--- src/rtl/dss_pkg.sv ---
package dss_pkg;

    // Largest operand the stores hold, in digits
    localparam int DSS_MAX_DIGITS = 64;

    // Entries in the queue between front and back
    localparam int DSS_QUEUE_DEPTH = 4;

    // Decimal constants
    localparam logic [3:0] DIGIT_MAX = 4'd9;
    localparam logic [4:0] RADIX     = 5'd10;

    // Classified operation codes
    localparam logic [1:0] OP_MINUEND     = 2'd0;
    localparam logic [1:0] OP_SUBTRAHEND  = 2'd1;
    localparam logic [1:0] OP_SUB_FINAL   = 2'd2;

    // Result status codes
    localparam logic [1:0] STATUS_OK       = 2'd0;
    localparam logic [1:0] STATUS_SMALLER  = 2'd1;
    localparam logic [1:0] STATUS_TOO_LONG = 2'd2;

    // One classified transaction as it travels from front to back
    typedef struct packed {
        logic [1:0] op;
        logic [3:0] digit;
    } item_t;

endpackage

--- src/rtl/dss_ram.sv ---
module dss_ram #(
    parameter int WIDTH  = 4,
    parameter int DEPTH  = 64,
    parameter int ADDR_W = (DEPTH > 1) ? $clog2(DEPTH) : 1
) (
    input  logic              clk,
    input  logic              we,
    input  logic [ADDR_W-1:0] waddr,
    input  logic [WIDTH-1:0]  wdata,
    input  logic [ADDR_W-1:0] raddr,
    output logic [WIDTH-1:0]  rdata
);

    logic [WIDTH-1:0] mem [DEPTH];
    logic [WIDTH-1:0] rdata_reg;

    // Write one entry, read one entry into the output register
    always_ff @(posedge clk)
    begin
        if (we)
        begin
            mem[waddr] <= wdata;
        end
        rdata_reg <= mem[raddr];
    end

    assign rdata = rdata_reg;

endmodule

--- src/rtl/dss_front.sv ---
module dss_front
    import dss_pkg::*;
(
    input  logic       clk,
    input  logic       rst_n,
    input  logic       start,
    output logic       busy,
    input  logic       command,
    input  logic [3:0] digit,
    input  logic       final_digit,
    input  logic       pop,
    output logic       item_valid,
    output item_t      item
);

    localparam int PTR_W = (DSS_QUEUE_DEPTH > 1) ? $clog2(DSS_QUEUE_DEPTH) : 1;

    item_t            queue_reg [DSS_QUEUE_DEPTH];
    logic [PTR_W-1:0] wptr_reg;
    logic [PTR_W-1:0] wptr_next;
    logic [PTR_W-1:0] rptr_reg;
    logic [PTR_W-1:0] rptr_next;
    logic [PTR_W:0]   count_reg;
    logic [PTR_W:0]   count_next;
    item_t            class_item;
    logic             push;
    logic             do_pop;

    // Classify the incoming transaction and clamp the digit
    always_comb
    begin
        class_item.digit = (digit > DIGIT_MAX) ? DIGIT_MAX : digit;
        if (!command)
        begin
            class_item.op = OP_MINUEND;
        end
        else if (final_digit)
        begin
            class_item.op = OP_SUB_FINAL;
        end
        else
        begin
            class_item.op = OP_SUBTRAHEND;
        end
    end

    assign busy       = (count_reg == (PTR_W+1)'(DSS_QUEUE_DEPTH));
    assign push       = start && !busy;
    assign item_valid = (count_reg != '0);
    assign do_pop     = pop && item_valid;
    assign item       = queue_reg[rptr_reg];

    // Advance the queue pointers and fill count
    always_comb
    begin
        wptr_next  = wptr_reg;
        rptr_next  = rptr_reg;
        count_next = count_reg;
        if (push)
        begin
            wptr_next = (wptr_reg == PTR_W'(DSS_QUEUE_DEPTH - 1)) ? '0 : wptr_reg + 1'b1;
        end
        if (do_pop)
        begin
            rptr_next = (rptr_reg == PTR_W'(DSS_QUEUE_DEPTH - 1)) ? '0 : rptr_reg + 1'b1;
        end
        if (push && !do_pop)
        begin
            count_next = count_reg + 1'b1;
        end
        else if (!push && do_pop)
        begin
            count_next = count_reg - 1'b1;
        end
    end

    always_ff @(posedge clk or negedge rst_n)
    begin
        if (!rst_n)
        begin
            wptr_reg  <= '0;
            rptr_reg  <= '0;
            count_reg <= '0;
        end
        else
        begin
            wptr_reg  <= wptr_next;
            rptr_reg  <= rptr_next;
            count_reg <= count_next;
        end
    end

    // Hold the queued payload
    always_ff @(posedge clk)
    begin
        if (push)
        begin
            queue_reg[wptr_reg] <= class_item;
        end
    end

endmodule

--- src/rtl/dss_back.sv ---
module dss_back
    import dss_pkg::*;
#(
    parameter int MAX_DIGITS = DSS_MAX_DIGITS
) (
    input  logic       clk,
    input  logic       rst_n,
    input  logic       item_valid,
    input  item_t      item,
    output logic       pop,
    output logic       done,
    output logic [3:0] result_digit,
    output logic       result_last,
    output logic [1:0] status
);

    localparam int ADDR_W = (MAX_DIGITS > 1) ? $clog2(MAX_DIGITS) : 1;
    localparam int LEN_W  = $clog2(MAX_DIGITS + 1);

    localparam logic [1:0] S_IDLE = 2'd0;
    localparam logic [1:0] S_SUB  = 2'd1;
    localparam logic [1:0] S_EMIT = 2'd2;

    logic [1:0]       state_reg, state_next;
    logic [LEN_W-1:0] mlen_reg, mlen_next;
    logic [LEN_W-1:0] slen_reg, slen_next;
    logic             tl_reg, tl_next;
    logic [LEN_W-1:0] idx_reg, idx_next;
    logic             pend_reg, pend_next;
    logic [LEN_W-1:0] pidx_reg, pidx_next;
    logic             plast_reg, plast_next;
    logic             borrow_reg, borrow_next;
    logic [LEN_W-1:0] top_reg, top_next;
    logic [LEN_W-1:0] ecnt_reg, ecnt_next;
    logic             done_reg, done_next;
    logic [3:0]       digit_reg, digit_next;
    logic             last_reg, last_next;
    logic [1:0]       status_reg, status_next;

    logic              m_we, s_we, d_we;
    logic [ADDR_W-1:0] m_waddr, s_waddr, d_waddr;
    logic [ADDR_W-1:0] m_raddr, s_raddr, d_raddr;
    logic [3:0]        m_rdata, s_rdata, d_rdata, d_wdata;

    logic [LEN_W-1:0] n_len;
    logic [LEN_W-1:0] m_pos, s_pos, e_pos;
    logic             issue;
    logic [3:0]       da, db;
    logic [4:0]       sub_val;
    logic [4:0]       diff_val;

    dss_ram #(.WIDTH(4), .DEPTH(MAX_DIGITS), .ADDR_W(ADDR_W)) u_minuend_ram (
        .clk   (clk),
        .we    (m_we),
        .waddr (m_waddr),
        .wdata (item.digit),
        .raddr (m_raddr),
        .rdata (m_rdata)
    );

    dss_ram #(.WIDTH(4), .DEPTH(MAX_DIGITS), .ADDR_W(ADDR_W)) u_subtrahend_ram (
        .clk   (clk),
        .we    (s_we),
        .waddr (s_waddr),
        .wdata (item.digit),
        .raddr (s_raddr),
        .rdata (s_rdata)
    );

    dss_ram #(.WIDTH(4), .DEPTH(MAX_DIGITS), .ADDR_W(ADDR_W)) u_diff_ram (
        .clk   (clk),
        .we    (d_we),
        .waddr (d_waddr),
        .wdata (d_wdata),
        .raddr (d_raddr),
        .rdata (d_rdata)
    );

    // Longer operand length and the read positions, least significant first
    assign n_len   = (mlen_reg > slen_reg) ? mlen_reg : slen_reg;
    assign m_pos   = mlen_reg - 1'b1 - idx_reg;
    assign s_pos   = slen_reg - 1'b1 - idx_reg;
    assign e_pos   = ecnt_reg - 1'b1;
    assign m_raddr = m_pos[ADDR_W-1:0];
    assign s_raddr = s_pos[ADDR_W-1:0];
    assign d_raddr = e_pos[ADDR_W-1:0];
    assign m_waddr = mlen_reg[ADDR_W-1:0];
    assign s_waddr = slen_reg[ADDR_W-1:0];
    assign d_waddr = pidx_reg[ADDR_W-1:0];

    // Borrow step on the digit pair that the stores returned
    always_comb
    begin
        da      = (pidx_reg < mlen_reg) ? m_rdata : 4'd0;
        db      = (pidx_reg < slen_reg) ? s_rdata : 4'd0;
        sub_val = {1'b0, db} + {4'd0, borrow_reg};
        if ({1'b0, da} >= sub_val)
        begin
            diff_val = {1'b0, da} - sub_val;
        end
        else
        begin
            diff_val = {1'b0, da} + RADIX - sub_val;
        end
    end

    assign d_wdata = diff_val[3:0];

    // Sequence load, subtract and emit passes
    always_comb
    begin
        state_next  = state_reg;
        mlen_next   = mlen_reg;
        slen_next   = slen_reg;
        tl_next     = tl_reg;
        idx_next    = idx_reg;
        pend_next   = 1'b0;
        pidx_next   = pidx_reg;
        plast_next  = plast_reg;
        borrow_next = borrow_reg;
        top_next    = top_reg;
        ecnt_next   = ecnt_reg;
        done_next   = 1'b0;
        digit_next  = digit_reg;
        last_next   = last_reg;
        status_next = status_reg;
        pop         = 1'b0;
        m_we        = 1'b0;
        s_we        = 1'b0;
        d_we        = 1'b0;
        issue       = 1'b0;

        unique case (state_reg)
            S_IDLE:
            begin
                pop = item_valid;
                if (item_valid)
                begin
                    if (item.op == OP_MINUEND)
                    begin
                        if (mlen_reg < LEN_W'(MAX_DIGITS))
                        begin
                            m_we      = 1'b1;
                            mlen_next = mlen_reg + 1'b1;
                        end
                        else
                        begin
                            tl_next = 1'b1;
                        end
                    end
                    else
                    begin
                        if (slen_reg < LEN_W'(MAX_DIGITS))
                        begin
                            s_we      = 1'b1;
                            slen_next = slen_reg + 1'b1;
                        end
                        else
                        begin
                            tl_next = 1'b1;
                        end
                        if (item.op == OP_SUB_FINAL)
                        begin
                            if (tl_next)
                            begin
                                done_next   = 1'b1;
                                digit_next  = 4'd0;
                                last_next   = 1'b1;
                                status_next = STATUS_TOO_LONG;
                                mlen_next   = '0;
                                slen_next   = '0;
                                tl_next     = 1'b0;
                            end
                            else
                            begin
                                state_next  = S_SUB;
                                idx_next    = '0;
                                borrow_next = 1'b0;
                                top_next    = '0;
                            end
                        end
                    end
                end
            end

            S_SUB:
            begin
                issue = (idx_reg < n_len);
                if (issue)
                begin
                    idx_next  = idx_reg + 1'b1;
                    pend_next = 1'b1;
                    pidx_next = idx_reg;
                end
                if (pend_reg)
                begin
                    d_we        = 1'b1;
                    borrow_next = ({1'b0, da} < sub_val);
                    if (diff_val != 5'd0)
                    begin
                        top_next = pidx_reg + 1'b1;
                    end
                end
                if (!issue && !pend_reg)
                begin
                    mlen_next = '0;
                    slen_next = '0;
                    tl_next   = 1'b0;
                    if (borrow_reg || top_reg == '0)
                    begin
                        state_next  = S_IDLE;
                        done_next   = 1'b1;
                        digit_next  = 4'd0;
                        last_next   = 1'b1;
                        status_next = borrow_reg ? STATUS_SMALLER : STATUS_OK;
                    end
                    else
                    begin
                        state_next = S_EMIT;
                        ecnt_next  = top_reg;
                    end
                end
            end

            S_EMIT:
            begin
                issue = (ecnt_reg != '0);
                if (issue)
                begin
                    ecnt_next  = ecnt_reg - 1'b1;
                    pend_next  = 1'b1;
                    plast_next = (ecnt_reg == LEN_W'(1));
                end
                if (pend_reg)
                begin
                    done_next   = 1'b1;
                    digit_next  = d_rdata;
                    last_next   = plast_reg;
                    status_next = STATUS_OK;
                end
                if (!issue && !pend_reg)
                begin
                    state_next = S_IDLE;
                end
            end

            default:
            begin
                state_next = S_IDLE;
            end
        endcase
    end

    always_ff @(posedge clk or negedge rst_n)
    begin
        if (!rst_n)
        begin
            state_reg <= S_IDLE;
            mlen_reg  <= '0;
            slen_reg  <= '0;
            tl_reg    <= 1'b0;
            pend_reg  <= 1'b0;
            done_reg  <= 1'b0;
        end
        else
        begin
            state_reg <= state_next;
            mlen_reg  <= mlen_next;
            slen_reg  <= slen_next;
            tl_reg    <= tl_next;
            pend_reg  <= pend_next;
            done_reg  <= done_next;
        end
    end

    // Hold pass counters and result payload
    always_ff @(posedge clk)
    begin
        idx_reg    <= idx_next;
        pidx_reg   <= pidx_next;
        plast_reg  <= plast_next;
        borrow_reg <= borrow_next;
        top_reg    <= top_next;
        ecnt_reg   <= ecnt_next;
        digit_reg  <= digit_next;
        last_reg   <= last_next;
        status_reg <= status_next;
    end

    assign done         = done_reg;
    assign result_digit = digit_reg;
    assign result_last  = last_reg;
    assign status       = status_reg;

endmodule

--- src/rtl/decimal_string_subtractor.sv ---
// Channel   Direction  Handshake                 Payload
// input     in         start & !busy             command, digit, final_digit
// result    out        done, one cycle, no stall result_digit, result_last, status
//
// Digit transactions are taken one per cycle, while busy is low, into a
// four-entry queue; the back end pops and stores digits only while idle. A
// subtrahend final digit starts a borrow pass over the digit stores, then an
// emit pass reading the difference store; a smaller or zero result ends the
// borrow pass with no emit pass, and a too-long result comes out the cycle
// after its final digit reaches the back end.
// busy rises only while the queue is full.
// Reset clears lengths, flags and the queue; the stores need no clearing.
module decimal_string_subtractor
    import dss_pkg::*;
#(
    parameter int MAX_DIGITS = DSS_MAX_DIGITS
) (
    input  logic       clk,
    input  logic       rst_n,
    input  logic       start,
    output logic       busy,
    input  logic       command,
    input  logic [3:0] digit,
    input  logic       final_digit,
    output logic       done,
    output logic [3:0] result_digit,
    output logic       result_last,
    output logic [1:0] status
);

    item_t q_item;
    logic  q_valid;
    logic  q_pop;

    dss_front u_front (
        .clk         (clk),
        .rst_n       (rst_n),
        .start       (start),
        .busy        (busy),
        .command     (command),
        .digit       (digit),
        .final_digit (final_digit),
        .pop         (q_pop),
        .item_valid  (q_valid),
        .item        (q_item)
    );

    dss_back #(.MAX_DIGITS(MAX_DIGITS)) u_back (
        .clk          (clk),
        .rst_n        (rst_n),
        .item_valid   (q_valid),
        .item         (q_item),
        .pop          (q_pop),
        .done         (done),
        .result_digit (result_digit),
        .result_last  (result_last),
        .status       (status)
    );

endmodule

--- config.mk ---
export PLATFORM = sky130hd
export DESIGN_NAME = decimal_string_subtractor
export DESIGN_NICKNAME = d
export VERILOG_FILES = /design/src/rtl/dss_pkg.sv /design/src/rtl/dss_ram.sv /design/src/rtl/dss_front.sv /design/src/rtl/dss_back.sv /design/src/rtl/decimal_string_subtractor.sv
export SDC_FILE = /design/constraint.sdc
export NUM_CORES = 1
export LEC_CHECK = 0
export BUFFER_PORTS_ARGS = -buffer_cell sky130_fd_sc_hd__buf_2
export CAP_MARGIN = 20
export CELL_PAD_IN_SITES_DETAIL_PLACEMENT = 0
export CELL_PAD_IN_SITES_GLOBAL_PLACEMENT = 1
export CORE_MARGIN = 2
export CORE_UTILIZATION = 25
export DETAILED_ROUTE_END_ITERATION = 16
export GPL_TIMING_DRIVEN = 0
export HOLD_SLACK_MARGIN = 0.08
export PLACE_DENSITY = 0.41
export SKIP_CTS_REPAIR_TIMING = 1
export SYNTH_ARGS = -nofsm -noshare
export SYNTH_HDL_FRONTEND = slang
export SYNTH_HIERARCHICAL = 1
export SYNTH_SLANG_ARGS = --single-unit
--- constraint.sdc ---
create_clock -name clk -period 11.3 [get_ports clk]
set_clock_uncertainty 0.1 [all_clocks]
set_input_delay 0.565 -clock clk [delete_from_list [all_inputs] [get_ports clk]]
set_output_delay 0.565 -clock clk [all_outputs]
set_load 0.05 [all_outputs]
### After elaboration in Yosys (flattened, before gate mapping)

Memory sizes are Yosys's and may differ from the RTL's. A register that Yosys moved wholly into a read port is not among the register bits.
Cells that the tools add are included.

| word-level totals | value |
|---|---|
| register bits | 63 |
| output and inout port bits | 9 |
| word-level logic and storage cells | 222 |
| RAM bits | 792 |
| memories kept | 4 |
| input port bits | 9 |

| cells by class | value |
|---|---|
| $add $sub $neg | 17 |
| multiplexer cells | 115 |
| reductions and logical operators | 34 |
| magnitude comparators | 9 |
| equality and inequality tests | 25 |

Memory list:

| name | depth | bits a word | read ports | clocked after Yosys merged registers in | wr ports | line | text |
|---|---|---|---|---|---|---|---|
| u_back.u_diff_ram.mem | 64 | 4 | 1 | 1 | 1 | dss_ram.sv:14 | `logic [WIDTH-1:0] mem [DEPTH];` |
| u_back.u_minuend_ram.mem | 64 | 4 | 1 | 1 | 1 | dss_ram.sv:14 |  |
| u_back.u_subtrahend_ram.mem | 64 | 4 | 1 | 1 | 1 | dss_ram.sv:14 |  |
| u_front.queue_reg | 4 | 6 | 1 | 0 | 1 | dss_front.sv:18 | `item_t queue_reg [DSS_QUEUE_DEPTH];` |

Operators with widths:

| kind | number |
|---|---|
| $mux 7 | 22 |
| $pmux 7 s2 | 5 |
| $mux 1 | 49 |
| $mux 4 | 10 |
| $mux 2 | 18 |
| $add 7x1->7 const B | 4 |
| $reduce_and 6->1 | 4 |
| $lt 7x7->1 | 3 |
| $ne 2x1->1 const B | 10 |
| $lt 7x7->1 const B | 2 |
| $pmux 2 s3 | 2 |
| $pmux 4 s3 | 1 |
| $reduce_and 4->1 | 3 |
| $sub 6x1->6 const B | 2 |
| $sub 6x6->6 | 2 |
| $eq 2x2->1 const B | 4 |
| $ne 2x2->1 const B | 4 |
| $reduce_and 8->1 | 1 |
| $eq 7x1->1 const B | 1 |
| $gt 7x7->1 | 1 |
| $logic_not 7->1 | 1 |
| $reduce_and 7->1 | 1 |
| $reduce_bool 7->1 | 1 |
| $sub 7x1->7 const B | 1 |
| 27 further kinds | 48 |

### Logic depth before layout (Yosys ltp)

Gate-level depths: netlist of run 1.

| logic depth | value |
|---|---|
| depth in word-level cells | 10 |
| depth in mapped cells | 19 |
| gate-level depth less buffers | 19 |

### Hierarchy

Netlist of run 1, hierarchy kept.

By module, submodules not included:

| module | cells each | area an instance (um^2) | seq. area each (um^2) | instances |
|---|---|---|---|---|
| dss_ram (u_back.u_minuend_ram ...) | 521 | 10407.5 | 7767.4 | 2 |
| dss_ram (u_back.u_diff_ram) | 529 | 10356.2 | 7767.4 | 1 |
| dss_back | 471 | 4546.9 | 1586.5 | 1 |
| dss_front | 76 | 1386.3 | 895.9 | 1 |

### Least setup slack after synthesis of run 1

OpenSTA, ideal clock, no wires.

| path | value |
|---|---|
| path kind | register to register |
| start | register u_back.slen_reg[5] |
| end | memory u_back.u_diff_ram.mem[0][3] (data pin) |
| required time | 10636 ps |
| clock period less this slack | 5610 ps |
| slack | 5690 ps |
| stages on the path, launching flop included | 16 |
| library setup time | 564 ps |
| data arrival time | 4946 ps |
| path through | dfrtp_1 > inv_1 > ha_1 > a21oi_1 > o21ai_0 > a211oi_2 > and2_1 > ha_1 > ha_1 > inv_1 > ha_1 > inv_1 > ha_1 > fa_1 > xor2_1 > mux2i_1 |

| on the way | value |
|---|---|
| cells in the longest elaborated chain, start to end | 5 |
| elaborated cells on any way between the ends | 7 |
| those cells by class | add/sub: 3; order compare: 2; mux: 2 |

RTL lines:

| what | line | text |
|---|---|---|
| start, declared | dss_back.sv:26 | `logic [LEN_W-1:0] slen_reg, slen_next;` |
| start signal, assigned | dss_back.sv:269 | `slen_reg <= slen_next;` |
| $lt 7x7->1 * | dss_back.sv:95 | `db = (pidx_reg < slen_reg) ? s_rdata : 4'd0;` |
| $mux 4 * | dss_back.sv:95 |  |
| $add 4x1->5 * | dss_back.sv:96 | `sub_val = {1'b0, db} + {4'd0, borrow_reg};` |
| $sub 5x5->5, or another cell as far along | dss_back.sv:103 | `diff_val = {1'b0, da} + RADIX - sub_val;` |
| $mux 5 * | dss_back.sv:97 | `if ({1'b0, da} >= sub_val)` |
| net u_back.diff_val[3] | dss_back.sv:50 | `logic [4:0] diff_val;` |
| end, declared | dss_ram.sv:14 |  |

Mark *: on every way through the listed nets, which the timed path passes. The rest lies on a longest branch.

### Worst setup path after layout of run 1

| path | value |
|---|---|
| start | register u_back.slen_reg[5] |
| end | register u_back.top_reg[1] (enable) |

| on the way | value |
|---|---|
| cells in the longest elaborated chain, start to end | 8 |
| elaborated cells on any way between the ends | 16 |
| those cells by class | add/sub: 3; order compare: 3; eq/ne: 2; mux: 6; reduce/logical: 2 |

RTL lines:

| what | line | text |
|---|---|---|
| $lt 7x7->1 | dss_back.sv:95 |  |
| $mux 4 | dss_back.sv:95 |  |
| $add 4x1->5 | dss_back.sv:96 |  |
| $sub 5x5->5, or another cell as far along | dss_back.sv:103 |  |
| $mux 5 | dss_back.sv:97 |  |
| $reduce_bool 5->1 | dss_back.sv:199 | `if (diff_val != 5'd0)` |
| $ne 2x1->1 (no source line) | - |  |
| $reduce_and 7->1 (no source line) * | - |  |
| end signal, assigned | dss_back.sv:283 | `top_reg <= top_next;` |
| end, declared | dss_back.sv:33 | `logic [LEN_W-1:0] top_reg, top_next;` |

Mark *: on every way between the ends. The rest lies on a longest branch, timed or not. The select of a mux whose other input is x is not followed.
A chain may end at the register's enable or synchronous reset.

==> results of run 1 <==
==> cell families (layout without fill, tap and decap cells) <==
| family | count (synthesis) | in the layout | share of synthesized area (%) |
|---|---|---|---|
| xor gates and xnor gates | 35 | 35 | 0.8262 |
| AOI/OAI and AO/OA | 227 | 227 | 4.458 |
| buffers and inverters | 153 | 373 | 2.286 |
| and+or+nand+nor | 536 | 536 | 6.970 |
| DFF | 867 | 867 | 69.49 |
| muxes | 231 | 231 | 13.52 |
| adders and majority gates | 69 | 69 | 2.448 |
==> worst paths after layout <==
check | startpoint | endpoint | slack, ps
worst max-delay path | u_back/slen_reg[5] | u_back/top_reg[1] | 5850
worst min-delay path | final_digit | u_front/queue_reg[1][4] | 110
worst max register to register | u_back/slen_reg[5] | u_back/top_reg[1] | 5850
worst min register to register | u_front/count_reg[2] | u_front/count_reg[2] | 400
max in group asynchronous | rst_n | u_back/mlen_reg[4] | 10290
min in group asynchronous | rst_n | u_front/wptr_reg[1] | 350
==> final cells by class <==
cell class,instances,area (um^2)
Buffer,95,630.6
Sequential cell,867,25780
Inverter,58,217.7
Timing Repair Buffer,32,354.1
Clock buffer,136,2801
Fill cell,14600,104200
Clock inverter,52,594.3
Multi-Input combinational cell,1098,10500
Tap cell,1930,2415
==> layer usage <==
layer	GRT usage, %	vias to the layer above
li1	-	8769
met1	18.01	10460
met2	23.17	422
met3	2.076	136
met4	4.038	0
met5	0	-
==> synthesized netlist by cell type, types with 17 or more instances <==
cell type  count  area [um^2]
a21oi_1       47        235.2
a22oi_1       25        187.7
buf_2         17        85.08
clkbuf_1      44        165.2
dfrtp_1       26        650.6
edfxtp_1     829        24890
ha_1          63        788.3
inv_1         54        202.7
mux2i_1       20        200.2
mux4_1        46         1209
mux4_2       154         3468
nand2_1       51        191.4
nand2b_1      29        181.4
nand3_1       49        245.2
nor2_1       264        991.0
nor2b_1       29        181.4
nor3_1        23        115.1
o21ai_0       19        95.09
o22ai_1       19        118.9
xnor2_1       20        175.2
==> metrics by stage <==
stage	cell area [um^2]	setup slack, ps	util [%]	hold WS (ps)	instances
3_3_place_gp	39600	1960	26.85	386.1	4065
3_5_place_dp	39890	5332	27.05	396.9	4078
5_1_grt	43300	5443	29.36	84.26	4268
2_1_floorplan	37100	5690	-	169.4	2118
6_report	43300	5847	29.36	106.7	4268
4_1_cts	43280	5324	29.35	-244.4	4266
==> impl_metrics.env, run 1 <==
export IMPL_status="complete, no violations"
export IMPL_cts_sinks=867
export IMPL_syn_cell_area_um2=37100
export IMPL_clk_latency_ps=720
export IMPL_route_met3_wl_mm=4.063
export IMPL_fp_dieW_um=389.3
export IMPL_startpoint_type="flop"
export IMPL_largestRegisters="u_back/u_diff_ram/mem x256, u_back/u_minuend_ram/mem x256, u_back/u_subtrahend_ram/mem x256"
export IMPL_nets=2332
export IMPL_cts_tree="yes"
export IMPL_syn_inst=2118
export IMPL_clk_pin_slew_ps=60
export IMPL_reg2regPathDepth=20
export IMPL_final_common_cell="edfxtp_1"
export IMPL_synth_cell_types=89
export IMPL_drt_total_wl_mm=103.5
export IMPL_rsz0062_at_grt="no"
export IMPL_setup_viol=0
export IMPL_cap_violations=0
export IMPL_tns_ps=0
export IMPL_synthFlopType="edfxtp_1"
export IMPL_drt_initial_drc_count=1388
export IMPL_post_drt_via_cell_ratio=4.636
export IMPL_end_kind="flop"
export IMPL_timing_critical_path_cells="inv_1 -> ha_1 -> a21oi_1 -> o21ai_0 -> a211oi_2 -> and2_1 -> ha_1 -> ha_1 -> inv_1 -> ha_1 -> inv_1 -> ha_1 -> fa_1 -> xor2_1 -> nand3_1 -> nor3_1 -> nand2b_1 -> mux2i_1 -> a211oi_1 -> buf_2"
export IMPL_mostFrequentLayoutCells="edfxtp_1, nor2_1, mux4_2"
export IMPL_avgSynthCellArea_um2=17.52
export IMPL_fp_row_count=141
export IMPL_crit_slowest_cell="dfrtp_1"
export IMPL_cts_buffers=102
export IMPL_syn2layout_area_growth_pct=16.70
export IMPL_met2_length_mm=51.16
export IMPL_top_layer_used="met4"
export IMPL_overflow=0
export IMPL_max_freq_ghz=0.1834
export IMPL_crit_type="reg2reg"
export IMPL_cp_required_ps=11660
export IMPL_io_pins=18
export IMPL_initial_core_util_pct=25.16
export IMPL_core_area_um2=147500
export IMPL_period_share_pct=48.26
export IMPL_groute_usage_overall_pct=13.65
export IMPL_path_depth=20
export IMPL_ys_seq_area_share_pct=69.49
export IMPL_ant_nets=0
export IMPL_min_path_type="in2reg"
export IMPL_place_hpwl_mm=70.74
export IMPL_n_antenna_cell=0
export IMPL_drv_slew=0
export IMPL_routabilityCongestion=0.7802
export IMPL_clockRootBuffer="clkbuf_16"
export IMPL_grt_max_degree=93
export IMPL_synth_nets=2196
export IMPL_path_buf_inv=4
export IMPL_async_flop_share_pct=2.999
export IMPL_critPathMaxStageDelay_ps=780
export IMPL_die_area_um2=151500
export IMPL_cts_buffer_depth=3
export IMPL_crit_family="adder cells"
export IMPL_crit_top_cell="ha_1"
export IMPL_firstDrtPassIters=5
export IMPL_numPortBuffers=17
export IMPL_maxSlewHeadroom_pct=33.44
export IMPL_crit_arrival_ps=5810
export IMPL_ys_warn_count=6
export IMPL_die_height_um=389.3
export IMPL_holdPathStages=2
export IMPL_tightest_slew_ps=991.2
export IMPL_drive_gt1_share_pct=18.65
export IMPL_grt_pass1_wl_mm=150.1
export IMPL_synth_edf_count=829
export IMPL_post_drt_wl_per_cell_um=24.26
export IMPL_cp_max_fo=12
export IMPL_hold_viol_final=0
export IMPL_ys_ff_latch=867
export IMPL_finalCriticalPeriod_ps=5453
export IMPL_m1WireLength_mm=45.92
export IMPL_htreeDepth=3
export IMPL_antenna_found_initial=0
export IMPL_grt_pass1_vias=20720
export IMPL_vias=19790
export IMPL_drc=0
Power of run 1 is left out: the tool's default activity adds up to more than one toggle a clock period on the data nets, which glitch-free logic cannot reach.
==> run 2, diff against run 1 <==
--- a/config.mk
+++ b/config.mk
@@ -14,7 +14,7 @@
 export DETAILED_ROUTE_END_ITERATION = 16
 export GPL_TIMING_DRIVEN = 0
 export HOLD_SLACK_MARGIN = 0.08
-export PLACE_DENSITY = 0.41
+export PLACE_DENSITY = 0.43
 export SKIP_CTS_REPAIR_TIMING = 1
 export SYNTH_ARGS = -nofsm -noshare
 export SYNTH_HDL_FRONTEND = slang
==> constraint.sdc (replaced) <==
create_clock -name clk -period 4.7 [get_ports clk]
set_clock_uncertainty 0.1 [all_clocks]
set_input_delay 0.235 -clock clk [delete_from_list [all_inputs] [get_ports clk]]
set_output_delay 0.235 -clock clk [all_outputs]
set_load 0.05 [all_outputs]
==> impl_metrics.env, run 2 (same netlist as run 1, synthesis figures left out) <==
export IMPL_status="complete, no violations"
export IMPL_cts_buffers=98
export IMPL_cts_buffer_depth=3
export IMPL_numPortBuffers=17
export IMPL_nets=2352
export IMPL_multi_input_area_um2=10620
export IMPL_cap_violations=0
export IMPL_cp_startpoint="u_back/slen_reg[1]"
export IMPL_fill_cells=14590
export IMPL_groute_usage_overall_pct=13.43
export IMPL_routabilityCongestion=0.7663
export IMPL_largestRegisters="u_back/u_diff_ram/mem x256, u_back/u_minuend_ram/mem x256, u_back/u_subtrahend_ram/mem x256"
export IMPL_max_freq_ghz=0.2224
export IMPL_end_kind="flop"
export IMPL_startpoint_type="flop"
export IMPL_maxSlewHeadroom_pct=36.29
export IMPL_htreeDepth=3
export IMPL_finalCriticalPeriod_ps=4496
export IMPL_grt_pass1_vias=20630
export IMPL_crit_type="reg2reg"
export IMPL_drive_gt1_share_pct=20.27
export IMPL_place_hpwl_mm=69.93
export IMPL_cp_required_ps=4990
export IMPL_crit_arrival_ps=4780
export IMPL_antenna_found_initial=0
export IMPL_drv_slew=0
export IMPL_r2r_end="u_back/top_reg[6]"
export IMPL_firstDrtPassIters=6
export IMPL_mostFrequentLayoutCells="edfxtp_1, nor2_1, mux4_2"
export IMPL_drt_total_wl_mm=101.9
export IMPL_hold_viol_final=0
export IMPL_syn2layout_area_growth_pct=17.63
export IMPL_initial_core_util_pct=25.16
export IMPL_whs_ps=71.34
export IMPL_min_path_type="in2async"
export IMPL_fp_dieW_um=389.3
export IMPL_final_common_cell="edfxtp_1"
export IMPL_clk_latency_ps=710
export IMPL_die_area_um2=151500
export IMPL_reg2reg_slack_ps=200
export IMPL_rr_startpoint="u_back/slen_reg[1]"
export IMPL_cts_sinks=867
export IMPL_grt_pass1_wl_mm=146.7
export IMPL_cp_max_fo=7
export IMPL_final_seq_area_um2=25800
export IMPL_cts_tree="yes"
export IMPL_reg2regPathDepth=20
export IMPL_grt_max_degree=89
export IMPL_io_pins=18
export IMPL_fp_row_count=141
export IMPL_drt_initial_drc_count=1510
export IMPL_ant_nets=0
export IMPL_drc=0
export IMPL_core_area_um2=147500
export IMPL_tightest_slew_ps=950.5
export IMPL_period_share_pct=95.66
export IMPL_die_height_um=389.3
export IMPL_clk_pin_slew_ps=60
export IMPL_clockRootBuffer="clkbuf_16"
export IMPL_post_drt_wl_per_cell_um=23.76
export IMPL_post_drt_via_cell_ratio=4.636
export IMPL_overflow=0
export IMPL_endpoint="u_back/top_reg[6]"
export IMPL_vias=19890
export IMPL_setup_viol=0
-- run 2: changes by cell type in the layout (fill, tap and decap cells not counted), moves of 4 or more --
cell,change
buf_4,+16
clkinvlp_4,+11
dlygate4sd3_1,+9
dfrtp_1,-10
clkinv_2,+5
clkbuf_16,-4
dfrtp_2,+9
bufinv_16,+7
clkbuf_1,-7
clkbuf_8,-10
-- run 2: worst min path at each step --
| stage | startpoint | end | slack [ps] |
|---|---|---|---|
| after floorplan | rst_n | u_back/done | -160 |
| after global placement | rst_n | u_front/wptr_reg[1] | 230 |
| after detailed placement | rst_n | u_front/wptr_reg[1] | 240 |
| after CTS | rst_n | u_front/count_reg[0] | -540 |
| after global routing | rst_n | u_front/count_reg[0] | 100 |
| final | rst_n | u_front/count_reg[0] | 70 |
-- run 2: through the flow --
stage / TNS, ps / util (%) / area (um^2) / setup WS (ps) / instances
finish: 0 / 29.59 / 43640 / 204.0 / 4290
global route: -73.31 / 29.59 / 43640 / -10.69 / 4288
CTS: -61020 / 29.35 / 43290 / -627.9 / 4261
detailed placement: -55810 / 27.06 / 39920 / -594.7 / 4077
global placement: -371620 / 26.87 / 39620 / -2316 / 4065
floorplan: 0 / - / 37120 / 144.9 / 2118
-- run 2: layout make-up --
type | count | area share [%]
Multi-Input combinational cell | 1098 | 24.34
Buffer | 95 | 1.445
Inverter | 58 | 0.5074
Tap cell | 1930 | 5.533
Antenna cell | 2 | 0.01147
Sequential cell | 867 | 59.11
Clock inverter | 69 | 1.906
Clock buffer | 115 | 5.814
Timing Repair Buffer | 56 | 1.330
-- run 2: layer usage --
layer / routed length, um / global-route usage (%) / up-vias / share of wire [%]
met5: 0 / 0 / - / 0
met4: 2413 / 4.264 / 0 / 2.4
met3: 4558 / 2.140 / 155 / 4.5
met2: 49450 / 22.39 / 491 / 49
met1: 45510 / 17.88 / 10450 / 45
li1: - / - / 8791 / -
-- run 2: critical path: stages (launching register included) --
cell	delay [ps]
dfrtp_2	440
inv_2	120
ha_1	240
a21o_1	160
a21o_1	210
a211oi_4	340
and2_1	180
ha_1	210
ha_4	170
inv_1	40
ha_1	310
inv_1	50
ha_1	220
fa_1	420
xor2_2	170
nand3_1	110
nor3_2	60
nand2b_1	80
mux2i_1	90
a211oi_2	270
buf_4	210
Power of run 2 is left out for the same reason.
==> run 3, diff against run 2 <==
--- a/config.mk
+++ b/config.mk
@@ -5,6 +5,7 @@
 export SDC_FILE = /design/constraint.sdc
 export NUM_CORES = 1
 export LEC_CHECK = 0
+export ABC_AREA = 1
 export BUFFER_PORTS_ARGS = -buffer_cell sky130_fd_sc_hd__buf_2
 export CAP_MARGIN = 20
 export CELL_PAD_IN_SITES_DETAIL_PLACEMENT = 0
@@ -13,8 +14,7 @@
 export CORE_UTILIZATION = 25
 export DETAILED_ROUTE_END_ITERATION = 16
 export GPL_TIMING_DRIVEN = 0
-export HOLD_SLACK_MARGIN = 0.08
-export PLACE_DENSITY = 0.43
+export PLACE_DENSITY = 0.45
 export SKIP_CTS_REPAIR_TIMING = 1
 export SYNTH_ARGS = -nofsm -noshare
 export SYNTH_HDL_FRONTEND = slang
==> impl_metrics.env, run 3 <==
export IMPL_period_share_pct=92.79
export IMPL_async_flop_share_pct=2.999
export IMPL_syn2layout_area_growth_pct=16.77
export IMPL_avgSynthCellArea_um2=10.84
export IMPL_die_height_um=397.4
export IMPL_grt_pass1_wl_mm=188.2
export IMPL_final_seq_area_um2=25790
export IMPL_cp_max_fo=10
export IMPL_clk_latency_ps=720
export IMPL_die_area_um2=158000
export IMPL_tightest_slew_ps=1093
export IMPL_rr_startpoint="u_back/slen_reg[3]"
export IMPL_routabilityCongestion=0.8131
export IMPL_post_drt_via_cell_ratio=4.509
export IMPL_numPortBuffers=17
export IMPL_multi_input_area_um2=10990
export IMPL_crit_arrival_ps=4650
export IMPL_syn_cell_area_um2=38700
export IMPL_drt_total_wl_mm=129.9
export IMPL_crit_type="reg2reg"
export IMPL_groute_usage_overall_pct=16.39
export IMPL_synth_nets=3649
export IMPL_startpoint_type="flop"
export IMPL_final_util_pct=29.37
export IMPL_path_depth=20
export IMPL_end_kind="flop"
export IMPL_vias=26380
export IMPL_synth_edf_count=829
export IMPL_hold_viol_final=0
export IMPL_ys_seq_area_share_pct=66.63
export IMPL_final_common_cell="nand2_1"
export IMPL_place_hpwl_mm=88.73
export IMPL_cts_buffer_depth=3
export IMPL_post_drt_wl_per_cell_um=22.19
export IMPL_finalCriticalPeriod_ps=4361
export IMPL_fill_cells=16070
export IMPL_drive_gt1_share_pct=9.406
export IMPL_grt_pass1_vias=26300
export IMPL_netlist_top_cell_by_area="edfxtp_1"
export IMPL_yosysMostFrequentCell="nand2_1"
export IMPL_cp_required_ps=4990
export IMPL_path_buf_inv=2
export IMPL_drv_slew=0
export IMPL_fp_row_count=144
export IMPL_nets=3800
export IMPL_cts_sinks=867
export IMPL_synth_area_leaders="edfxtp_1, nand2_1, nand3_1"
export IMPL_cap_violations=0
export IMPL_final_setup_worst_slack_ps=338.9
export IMPL_r2r_end="u_back/top_reg[4]"
export IMPL_clk_pin_slew_ps=60
export IMPL_synth_top_area_share_pct=64.33
export IMPL_largestRegisters="u_back/u_diff_ram/mem x256, u_back/u_minuend_ram/mem x256, u_back/u_subtrahend_ram/mem x256"
export IMPL_dp_slack_ps=-353.1
export IMPL_synthFlopType="edfxtp_1"
export IMPL_setup_viol=0
export IMPL_maxSlewHeadroom_pct=26.48
export IMPL_crit_slowest_cell="dfrtp_2"
export IMPL_core_area_um2=153900
export IMPL_reg2reg_slack_ps=340
export IMPL_drt_initial_drc_count=1591
export IMPL_syn_inst=3571
export IMPL_grt_max_degree=53
export IMPL_ant_nets=0
export IMPL_drc=0
export IMPL_ys_warn_count=6
export IMPL_endpoint="u_back/top_reg[4]"
export IMPL_yosys_top_cells_count="nand2_1, edfxtp_1, nand3_1"
export IMPL_rsz0062_at_grt="no"
export IMPL_mostFrequentLayoutCells="nand2_1, edfxtp_1, nand3_1"
export IMPL_critPathMaxStageDelay_ps=550
export IMPL_io_pins=18
export IMPL_crit_family="adder cells"
export IMPL_status="complete, no violations"
export IMPL_clockRootBuffer="clkbuf_16"
export IMPL_crit_top_cell="nor2_1"
export IMPL_synth_cell_types=41
export IMPL_reg2regPathDepth=20
export IMPL_overflow=0
export IMPL_cp_startpoint="u_back/slen_reg[3]"
export IMPL_timing_critical_path_cells="inv_1 -> ha_1 -> nand2_1 -> nor2_1 -> nand2_1 -> nand2_1 -> nor2_1 -> ha_1 -> ha_1 -> xnor2_1 -> ha_2 -> ha_1 -> a21oi_1 -> nor2_1 -> nor2_1 -> xor2_1 -> inv_1 -> o2111ai_1 -> nor2_1 -> nor2_4"
export IMPL_max_freq_ghz=0.2293
export IMPL_ys_ff_latch=867
export IMPL_tns_ps=0
export IMPL_htreeDepth=3
export IMPL_cts_buffers=102
export IMPL_antenna_found_initial=1
export IMPL_min_path_type="in2async"
export IMPL_fp_dieW_um=397.4
export IMPL_firstDrtPassIters=6
export IMPL_initial_core_util_pct=25.15
export IMPL_cts_tree="yes"
==> run 3: changes by cell type in the layout (fill, tap and decap cells not counted), moves of 32 or more <==
cell,change
nor2_1,-32
inv_1,+101
mux4_2,-150
nand2_1,+1087
mux4_1,-46
buf_6,+58
nand3_1,+663
==> run 3: cell type report <==
cell class,instances,area share (%)
clock inverters,51,1.243
plain buffers,179,2.960
diodes,1,0.005538
flip-flops and latches,867,57.08
repair buffers,47,1.152
clock buffers,137,6.161
inverters,168,1.412
multi-input cells,2357,24.33
well taps,2044,5.660
==> run 3: worst reg2reg max path, stage by stage, from the launching register on <==
cell	delay, ps
dfrtp_2	550
inv_1	200
ha_1	320
nand2_1	50
nor2_1	80
nand2_1	50
nand2_1	190
nor2_1	70
ha_1	200
ha_1	220
xnor2_1	170
ha_2	350
ha_1	320
a21oi_1	150
nor2_1	60
nor2_1	140
xor2_1	210
inv_1	60
o2111ai_1	200
nor2_1	110
nor2_4	250
==> run 3: layer usage <==
| layer | GRT usage, % | vias up | routed length (um) |
|---|---|---|---|
| met5 | 0 | - | 0 |
| met3 | 1.810 | 170 | 3952 |
| met1 | 21.53 | 13050 | 58430 |
| met2 | 28.36 | 456 | 64320 |
| met4 | 4.735 | 0 | 3158 |
| li1 | - | 12700 | - |
==> run 3: cells by family (layout without fill, tap and decap cells) <==
group	Yosys count	count (layout)	synth area share, %
AO/OA/AOI/OAI	85	85	1.352
buffers and inverters	347	582	5.080
other	0	1	0
XOR/XNOR	30	30	0.6790
adder cells (fa/ha/maj)	69	69	2.347
AND/OR/NAND/NOR	2173	2173	23.91
flip-flops	867	867	66.63
==> run 3: worst min path at each step <==
stage / from / endpoint / slack, ps / cells past startpoint
floorplan: rst_n / u_back/done / -160 / 0
global placement: rst_n / u_front/wptr_reg[0] / 270 / 1
detailed placement: rst_n / u_front/wptr_reg[0] / 270 / 1
CTS: rst_n / u_front/wptr_reg[0] / -550 / 1
global route: rst_n / u_front/wptr_reg[1] / 70 / 2
finish: rst_n / u_front/wptr_reg[1] / 30 / 2
==> run 3: per-stage QoR <==
| step | cell area [um^2] | hold WS [ps] | std cells |
|---|---|---|---|
| 6_report | 45190 | 25.68 | 5851 |
| 4_1_cts | 45000 | -548.0 | 5832 |
| 5_1_grt | 45180 | 65.25 | 5850 |
| 3_5_place_dp | 41650 | 266.8 | 5644 |
| 3_3_place_gp | 41340 | 271.6 | 5632 |
| 2_1_floorplan | 38700 | -160.6 | 3571 |
Power of run 3 is left out for the same reason.
